==> config.mk <==
export PLATFORM = sky130hd
export DESIGN_NAME = xml_entity_unescaper_top
export DESIGN_NICKNAME = d
export VERILOG_FILES = /design/src/hdl/xeu_pkg.sv /design/src/hdl/xeu_front.sv /design/src/hdl/xeu_jobq.sv /design/src/hdl/xeu_back.sv /design/src/hdl/xml_entity_unescaper_top.sv
export VERILOG_INCLUDE_DIRS = /design/src /design/src/hdl
export SDC_FILE = /design/constraint.sdc
export NUM_CORES = 1
export LEC_CHECK = 0
export CAP_MARGIN = 20
export CORE_ASPECT_RATIO = 1.2
export CORE_MARGIN = 5
export CORE_UTILIZATION = 48
export DETAILED_ROUTE_END_ITERATION = 16
export DONT_BUFFER_PORTS = 1
export SYNTH_ARGS = -nofsm -noshare
export SYNTH_HDL_FRONTEND = slang
export SYNTH_SLANG_ARGS = --single-unit
==> constraint.sdc <==
create_clock -name i_clk -period 5.27 [get_ports i_clk]
set_input_delay 0.527 -clock i_clk [delete_from_list [all_inputs] [get_ports i_clk]]
set_output_delay 0.527 -clock i_clk [all_outputs]
set_load 0.01 [all_outputs]
==> src/hdl/xml_entity_unescaper_top_assert.svh <==
// Assertion macros for the entity unescaper.
// Every check is sampled on i_clk and is off while i_rst_n is low.
`ifndef XML_ENTITY_UNESCAPER_TOP_ASSERT_SVH
`define XML_ENTITY_UNESCAPER_TOP_ASSERT_SVH

// Same-cycle implication.
`define XEU_ASSERT_IMP(lbl, ant, cons, msg) \
    lbl: assert property (@(posedge i_clk) disable iff (!i_rst_n) (ant) |-> (cons)) \
        else $error(msg);

// Next-cycle implication.
`define XEU_ASSERT_NXT(lbl, ant, cons, msg) \
    lbl: assert property (@(posedge i_clk) disable iff (!i_rst_n) (ant) |=> (cons)) \
        else $error(msg);

`endif

==> src/hdl/xeu_pkg.sv <==
`default_nettype none

package xeu_pkg;

    localparam int HOLD_DEPTH = 5;  // held prefix bytes
    localparam int MAX_RES    = 6;  // results one input byte can cause
    localparam int ENT_KINDS  = 5;

    localparam logic [7:0] CH_AMP = 8'h26;  // '&'

    // Entity spellings, padded with zeros: &quot; &apos; &lt; &gt; &amp;
    localparam logic [7:0] ENT_TEXT [ENT_KINDS][MAX_RES] = '{
        '{8'h26, 8'h71, 8'h75, 8'h6f, 8'h74, 8'h3b},
        '{8'h26, 8'h61, 8'h70, 8'h6f, 8'h73, 8'h3b},
        '{8'h26, 8'h6c, 8'h74, 8'h3b, 8'h00, 8'h00},
        '{8'h26, 8'h67, 8'h74, 8'h3b, 8'h00, 8'h00},
        '{8'h26, 8'h61, 8'h6d, 8'h70, 8'h3b, 8'h00}
    };
    localparam logic [2:0] ENT_LEN  [ENT_KINDS] = '{3'd6, 3'd6, 3'd4, 3'd4, 3'd5};
    localparam logic [7:0] ENT_CHAR [ENT_KINDS] = '{8'h22, 8'h27, 8'h3c, 8'h3e, 8'h26};

    typedef struct packed {
        logic [7:0] in_byte;
        logic       in_last;
    } t_in;

    typedef struct packed {
        logic [7:0] out_byte;
        logic       out_last;
    } t_out;

    // One queued job: up to six bytes to emit, in order.
    typedef struct packed {
        logic [MAX_RES-1:0][7:0] bytes;
        logic [2:0]              cnt;
        logic                    last;
    } t_job;

    typedef struct packed {
        logic full;
        logic empty;
    } t_q_stat;

endpackage

`default_nettype wire

==> src/hdl/xeu_front.sv <==
`default_nettype none

module xeu_front (
    input  wire logic         i_clk,
    input  wire logic         i_rst_n,
    input  wire logic         i_accept,
    input  wire xeu_pkg::t_in i_in,
    output xeu_pkg::t_job     o_job
);

    logic [7:0] r_pend [xeu_pkg::HOLD_DEPTH];
    logic [2:0] r_cnt;
    logic [2:0] n_cnt;

    logic [7:0] cand [xeu_pkg::MAX_RES];
    logic [2:0] len;
    logic [xeu_pkg::ENT_KINDS-1:0] ok;
    logic [xeu_pkg::ENT_KINDS-1:0] hit;
    logic [7:0] ch;
    logic       prefix;
    logic       wr_ext;
    logic       wr_first;

    always_comb begin
        for (int i = 0; i < xeu_pkg::HOLD_DEPTH; i++) begin
            cand[i] = (3'(i) < r_cnt) ? r_pend[i] : i_in.in_byte;
        end
        cand[xeu_pkg::MAX_RES-1] = i_in.in_byte;
        len = r_cnt + 3'd1;

        ch = 8'h00;
        for (int k = 0; k < xeu_pkg::ENT_KINDS; k++) begin
            ok[k] = (len <= xeu_pkg::ENT_LEN[k]);
            for (int i = 0; i < xeu_pkg::MAX_RES; i++) begin
                if (3'(i) < len && cand[i] != xeu_pkg::ENT_TEXT[k][i]) begin
                    ok[k] = 1'b0;
                end
            end
            hit[k] = ok[k] && (len == xeu_pkg::ENT_LEN[k]);
            if (hit[k]) begin
                ch = ch | xeu_pkg::ENT_CHAR[k];
            end
        end
        prefix = |(ok & ~hit);

        for (int i = 0; i < xeu_pkg::MAX_RES; i++) begin
            o_job.bytes[i] = cand[i];
        end
        o_job.last = i_in.in_last;
        wr_ext     = 1'b0;
        wr_first   = 1'b0;

        if (|hit) begin
            o_job.bytes[0] = ch;
            o_job.cnt      = 3'd1;
            n_cnt          = 3'd0;
        end else if (prefix && r_cnt < 3'(xeu_pkg::HOLD_DEPTH)) begin
            // still a prefix: hold, or flush all on the last byte
            if (i_in.in_last) begin
                o_job.cnt = len;
                n_cnt     = 3'd0;
            end else begin
                o_job.cnt = 3'd0;
                n_cnt     = len;
                wr_ext    = 1'b1;
            end
        end else if (i_in.in_byte == xeu_pkg::CH_AMP && !i_in.in_last) begin
            // mismatch on a fresh '&': release held bytes, open a new run
            o_job.cnt = r_cnt;
            n_cnt     = 3'd1;
            wr_first  = 1'b1;
        end else begin
            o_job.cnt = len;
            n_cnt     = 3'd0;
        end
    end

    always_ff @(posedge i_clk) begin
        if (!i_rst_n) begin
            r_cnt <= 3'd0;
        end else if (i_accept) begin
            r_cnt <= n_cnt;
        end
    end

    always_ff @(posedge i_clk) begin
        for (int i = 0; i < xeu_pkg::HOLD_DEPTH; i++) begin
            if (i_accept && ((wr_ext && 3'(i) == r_cnt) || (wr_first && i == 0))) begin
                r_pend[i] <= i_in.in_byte;
            end
        end
    end

endmodule

`default_nettype wire

==> src/hdl/xeu_jobq.sv <==
`default_nettype none

module xeu_jobq #(
    parameter int DEPTH = 4
) (
    input  wire logic          i_clk,
    input  wire logic          i_rst_n,
    input  wire logic          i_enq,
    input  wire xeu_pkg::t_job i_job,
    input  wire logic          i_deq,
    output xeu_pkg::t_job      o_head,
    output xeu_pkg::t_q_stat   o_stat
);

    localparam int AW = (DEPTH > 1) ? $clog2(DEPTH) : 1;
    localparam int CW = $clog2(DEPTH + 1);

    xeu_pkg::t_job r_mem [DEPTH];
    logic [AW-1:0] r_wptr;
    logic [AW-1:0] r_rptr;
    logic [CW-1:0] r_count;
    logic [AW-1:0] n_wptr;
    logic [AW-1:0] n_rptr;

    always_comb begin
        n_wptr = (r_wptr == AW'(DEPTH - 1)) ? '0 : r_wptr + AW'(1);
        n_rptr = (r_rptr == AW'(DEPTH - 1)) ? '0 : r_rptr + AW'(1);
        o_head       = r_mem[r_rptr];
        o_stat.full  = (r_count == CW'(DEPTH));
        o_stat.empty = (r_count == '0);
    end

    always_ff @(posedge i_clk) begin
        if (!i_rst_n) begin
            r_wptr  <= '0;
            r_rptr  <= '0;
            r_count <= '0;
        end else begin
            if (i_enq) begin
                r_wptr <= n_wptr;
            end
            if (i_deq) begin
                r_rptr <= n_rptr;
            end
            if (i_enq && !i_deq) begin
                r_count <= r_count + CW'(1);
            end else if (!i_enq && i_deq) begin
                r_count <= r_count - CW'(1);
            end
        end
    end

    always_ff @(posedge i_clk) begin
        if (i_enq) begin
            r_mem[r_wptr] <= i_job;
        end
    end

endmodule

`default_nettype wire

==> src/hdl/xeu_back.sv <==
`default_nettype none

module xeu_back (
    input  wire logic            i_clk,
    input  wire logic            i_rst_n,
    input  wire xeu_pkg::t_job   i_head,
    input  wire xeu_pkg::t_q_stat i_q_stat,
    output logic                 o_deq,
    input  wire logic            i_pop,
    output logic                 o_empty,
    output xeu_pkg::t_out        o_out
);

    logic          r_valid;
    xeu_pkg::t_out r_out;
    logic [2:0]    r_idx;
    logic          load;
    logic          at_end;

    always_comb begin
        load    = !i_q_stat.empty && (!r_valid || i_pop);
        at_end  = (r_idx == i_head.cnt - 3'd1);
        o_deq   = load && at_end;
        o_empty = !r_valid;
        o_out   = r_out;
    end

    always_ff @(posedge i_clk) begin
        if (!i_rst_n) begin
            r_valid <= 1'b0;
            r_idx   <= 3'd0;
        end else begin
            if (load) begin
                r_valid <= 1'b1;
                r_idx   <= at_end ? 3'd0 : r_idx + 3'd1;
            end else if (i_pop) begin
                r_valid <= 1'b0;
            end
        end
    end

    always_ff @(posedge i_clk) begin
        if (load) begin
            r_out.out_byte <= i_head.bytes[r_idx];
            r_out.out_last <= i_head.last && at_end;
        end
    end

endmodule

`default_nettype wire

==> src/hdl/xml_entity_unescaper_top.sv <==
// Path: results queue as jobs in a QUEUE_DEPTH-job queue, then pass the output register.
// Throughput: one input byte per cycle while the queue has room, one result byte per
//   cycle while popped; a byte may release up to six results, drained one a cycle.
// Reset (i_rst_n low, synchronous): hold count, queue pointers and output valid clear;
//   no clearing pass, the block takes input as soon as reset is released.
`default_nettype none

module xml_entity_unescaper_top #(
    parameter int QUEUE_DEPTH = 4   // jobs between front and back, 2..8
) (
    input  wire logic         i_clk,
    input  wire logic         i_rst_n,
    input  wire logic         push,
    output logic              full,
    input  wire xeu_pkg::t_in i_in,
    output logic              empty,
    input  wire logic         pop,
    output xeu_pkg::t_out     o_out
);

`include "xml_entity_unescaper_top_assert.svh"

    xeu_pkg::t_job    job;
    xeu_pkg::t_job    head;
    xeu_pkg::t_q_stat q_stat;
    logic             accept;
    logic             enq;
    logic             deq;

    // Input transaction completes whenever the job queue has room; a byte that
    // only extends a held run produces an empty job and is not queued.
    assign full   = q_stat.full;
    assign accept = push && !q_stat.full;
    assign enq    = accept && (job.cnt != 3'd0);

    // Front: holds the entity prefix and classifies each byte into a job.
    xeu_front u_front (
        .i_clk    (i_clk),
        .i_rst_n  (i_rst_n),
        .i_accept (accept),
        .i_in     (i_in),
        .o_job    (job)
    );

    // Short job queue decouples a six-byte burst from the input side.
    xeu_jobq #(
        .DEPTH (QUEUE_DEPTH)
    ) u_jobq (
        .i_clk   (i_clk),
        .i_rst_n (i_rst_n),
        .i_enq   (enq),
        .i_job   (job),
        .i_deq   (deq),
        .o_head  (head),
        .o_stat  (q_stat)
    );

    // Back: serializes each job into result transactions, one byte per cycle while popped.
    xeu_back u_back (
        .i_clk    (i_clk),
        .i_rst_n  (i_rst_n),
        .i_head   (head),
        .i_q_stat (q_stat),
        .o_deq    (deq),
        .i_pop    (pop),
        .o_empty  (empty),
        .o_out    (o_out)
    );

    // A last byte always yields at least one result.
    `XEU_ASSERT_IMP(a_last_job_nonempty, accept && i_in.in_last, enq, "last byte queued no job")
    // Queue cannot report full and empty together.
    `XEU_ASSERT_IMP(a_q_sane, 1'b1, !(q_stat.full && q_stat.empty), "queue full and empty")
    // Pending work with an idle output register must show up next cycle.
    `XEU_ASSERT_NXT(a_back_loads, !q_stat.empty && empty, !empty, "back stalled while idle")

endmodule

`default_nettype wire

==> flow_metrics.py <==
metrics = {
    "critical_path": {
        "start_kind": "flop",
        "path_delay_family": "compound AO/OA/AOI/OAI gates",
        "critPathCaptureType": "flop",
        "worstPathArrival_ns": 5.23,
        "critPathMaxFanout": 17,
        "path_cells": "inv_1 -> ha_1 -> inv_1 -> o21ai_1 -> o41ai_1 -> o221ai_1 -> nor4b_2 -> nor2_1 -> o211a_1 -> nor4b_4 -> o32ai_4 -> ha_1 -> inv_1 -> fa_1 -> xor2_1 -> or3_1 -> a21boi_0",
        "crit_top_cell": "inv_1",
        "worst-setup-path-type": "reg -> reg",
        "crit_buf_inv": 3,
        "reg2reg_depth": 17,
        "cp.required_ns": 5.72,
        "cp_slowest_stage_delay_ns": 0.56,
        "cpMaxStageDelayCell": "dfxtp_2",
        "worstSetupPathDepth": 17,
    },
    "route": {
        "drt_wl_total_um": 27800,
        "avgViaCountPerCell": 6.09,
        "drt_iter0_drc": 459,
        "vias": 6490,
        "drt_first_pass_iters": 5,
        "drc": 0,
        "ant_nets": 0,
        "drt-wirelength-per-cell_um": 26.1,
    },
    "outcome": {
        "status": "finished, final reports clean",
    },
    "clock_tree": {
        "clkLatencyLatePin_ns": 0.53,
        "cts_made_buffers": 27,
        "clock-root-buffer": "clkbuf_16",
        "post_cts.repair.setup_buffers": 0,
        "htree_levels": 1,
        "clockBufferDepth": 3,
        "tritoncts": "done",
        "clkTransAtPathRegs_ns": 0.06,
        "clock-sinks": 273,
    },
    "placed_design": {
        "hpwl_um": 17800,
        "io_buffers": 0,
        "pre_cts_slack_ns": 0.252,
        "globalplace.congestion": 0.924,
    },
    "sta": {
        "fin_crit_sh_pct": 90.8,
        "worst_slack_ns": 0.486,
        "tightestPinTransition_ns": 1.03,
        "fmax_mhz": 209,
        "setup_violations": 0,
        "skew_ns": 0.0180,
        "hold_violations": 0,
        "slew_headroom_pct": 31.4,
        "finalSetupTns_ns": 0,
        "whs_ns": 0.0931,
        "rsz0062_at_grt": "false",
        "min_period_ns": 4.78,
        "finalMaxSlewViolations": 0,
    },
    "power_and_ir_drop": {
        "pwr-share-seq_pct": 48.9,
        "p_int_w": 0.00428,
        "p_clk_share_pct": 31.0,
        "leakagePower_nw": 4.21,
        "switching_power_w": 0.00157,
        "comb_power_share_pct": 20.1,
        "finalPower_w": 0.00586,
        "p_sw_share_pct": 26.9,
        "power.density_mw_per_mm2": 447,
        "ir_drop_uv": 365,
    },
    "yosys": {
        "ys.flop_type": "edfxtp_1",
        "synth-seq-cells": 273,
        "syn_nets": 738,
        "synth_cell_types": 67,
        "synth-edff-count": 257,
        "ys_top_cells_by_area": "edfxtp_1 (65%), mux4_2 (11%), dfxtp_1 (2.7%), mux2_2 (1.9%), nand2_1 (1.6%)",
        "synth_area_leader_cell": "edfxtp_1",
        "ys.warnings.count": 0,
        "synthCells": 712,
        "yosysSeqAreaShare_pct": 67.7,
        "synth_area_mm2": 0.0119,
        "syn-mean-instance-area_um2": 16.7,
        "yosys.area.top_type_share_pct": 65.0,
        "ys_async_sr_fraction_pct": 0,
    },
    "floorplanning": {
        "row_count": 63,
        "dieWidth_um": 154,
        "die_h_um": 182,
        "start_util_pct": 48.4,
        "core_region_area_mm2": 0.0245,
        "ios": 24,
        "dieArea_mm2": 0.0280,
    },
    "final_layout": {
        "utilization_pct": 53.4,
        "area.growth.synth_to_final_pct": 10.4,
        "final_nets": 745,
        "fill_cells": 1969,
        "layout-drive-gt1-share_pct": 21.2,
        "diodes": 0,
    },
    "grt": {
        "track_usage_pct": 19.9,
        "antenna_found_initial": 0,
        "overflow": 0,
        "grt_pass1_vias": 6702,
        "grt_pass1_wl_um": 42500,
        "grt_max_degree": 53,
    },
    "hold_path": {
        "holdPathStages": 0,
        "hold_class": "in -> reg",
    },
    "run": {
        "maxCapViolCount": 0,
    },
}
## layer usage
| layer | track usage, % | vias to the layer above | share of wire [%] |
|---|---|---|---|
| met2 | 34.1 | 187 | 51 |
| li1 | - | 2848 | - |
| met1 | 26.9 | 3419 | 42 |
| met4 | 5.34 | 0 | 2.2 |
| met5 | 0 | - | 0 |
| met3 | 2.99 | 36 | 4.6 |
## flip-flops by register name, summed over array words and instances, names as in the netlist, named ones only
signal and count:
u_front.r_cnt 3, u_back.o_out 9, u_back.r_idx 3, u_jobq.r_wptr 2, u_jobq.r_mem 208, u_jobq.r_count 3
u_back.r_valid 1, u_front.r_pend 40, u_jobq.r_rptr 2
## what timing repair did
action                                  CTS  global route
hold endpoints to repair                  0             0
resized for setup                         0             1
endpoints found under the setup margin    0             1
hold buffers                              0             0
## layout make-up
| cell class | count | area [µm²] | share of cell area [%] |
|---|---|---|---|
| well taps | 325 | 407 | 3.10 |
| clock inverters | 17 | 118 | 0.898 |
| multi-input cells | 370 | 3570 | 27.2 |
| clock buffers | 33 | 728 | 5.56 |
| inverters | 32 | 120 | 0.917 |
| flip-flops and latches | 273 | 8040 | 61.4 |
| repair buffers | 15 | 113 | 0.860 |
## path summary, 6_finish.rpt
path	start	end	slack [ns]
max reg2reg	u_front.r_cnt[1]$_SDFFE_PN0P_	u_jobq.r_count[2]$_SDFFE_PN0P_	0.49
min reg2reg	u_jobq.r_wptr[1]$_SDFFE_PN0P_	u_jobq.r_wptr[1]$_SDFFE_PN0P_	0.50
min	i_in[0]	u_jobq.r_mem[2][0]$_DFFE_PP_	0.09
max	u_front.r_cnt[1]$_SDFFE_PN0P_	u_jobq.r_count[2]$_SDFFE_PN0P_	0.49
## Yosys cell counts, types with 3 or more instances
cell and instances:
o211ai_1 3, dfxtp_1 16, xor2_1 6, nor4_1 10
nor2b_1 8, nand4b_1 5, edfxtp_1 257, nand2_1 51
o21ai_1 3, nand3_1 10, xnor2_1 4, nand4_1 5
o22ai_1 10, inv_1 32, o21ai_0 15, buf_2 3
clkbuf_1 21, or4_1 3, nor2_1 21, mux2i_1 19
buf_1 10, o21a_1 3, nor4bb_1 5, a31oi_1 7
nand2b_1 8, and3_1 3, o221ai_1 3, nor4b_1 5
a21oi_1 12, mux4_2 60, ha_1 12, nor3_1 7
and2_1 8, or3_1 3, mux2_2 20
## per-stage QoR
step	instances	instance area, µm²
2_1_floorplan	712	11900
3_3_place_gp	1015	12200
3_5_place_dp	1015	12200
4_1_cts	1065	13100
5_1_grt	1065	13100
6_report	1065	13100
## cell usage in the layout, fill, tap and decap left out, types with 4 or more instances in the layout
cell,instances
xnor2_1,4
nor4bb_1,5
nand2_1,51
o21ai_0,15
mux2_2,20
a21oi_1,11
edfxtp_1,257
nor3_1,7
clkbuf_16,27
a31oi_1,7
nand4b_1,5
mux4_2,60
ha_1,12
mux2i_1,19
and2_2,4
xor2_1,6
clkinv_1,6
nand3_1,10
nand2b_1,8
nor2_1,21
and2_1,4
o22ai_1,10
dfxtp_1,13
clkinv_2,6
nand4_1,5
inv_1,32
nor4b_1,5
nor4_1,10
buf_4,15
nor2b_1,8
## logic make-up after synthesis
family | Yosys count | share of synthesized area [%]
simple gates | 166 | 7.84
mux | 99 | 14.9
xor+xnor | 11 | 0.875
buf+inv | 69 | 2.29
compound gates | 81 | 4.94
fa+ha+maj | 13 | 1.43
flops | 273 | 67.7
## power by group through the flow
| stage | clock network, W | logic (W) | registers [W] |
|---|---|---|---|
| 2_1_floorplan | 0 | 0.000928 | 0.00283 |
| 4_1_cts | 0.00185 | 0.00121 | 0.00287 |
| 5_1_grt | 0.00195 | 0.00129 | 0.00289 |
| 3_5_place_dp | 0 | 0.00121 | 0.00292 |
| 3_3_place_gp | 0 | 0.00118 | 0.00290 |
| 6_report | 0.00181 | 0.00118 | 0.00286 |
(Power assumes the default switching activity.)
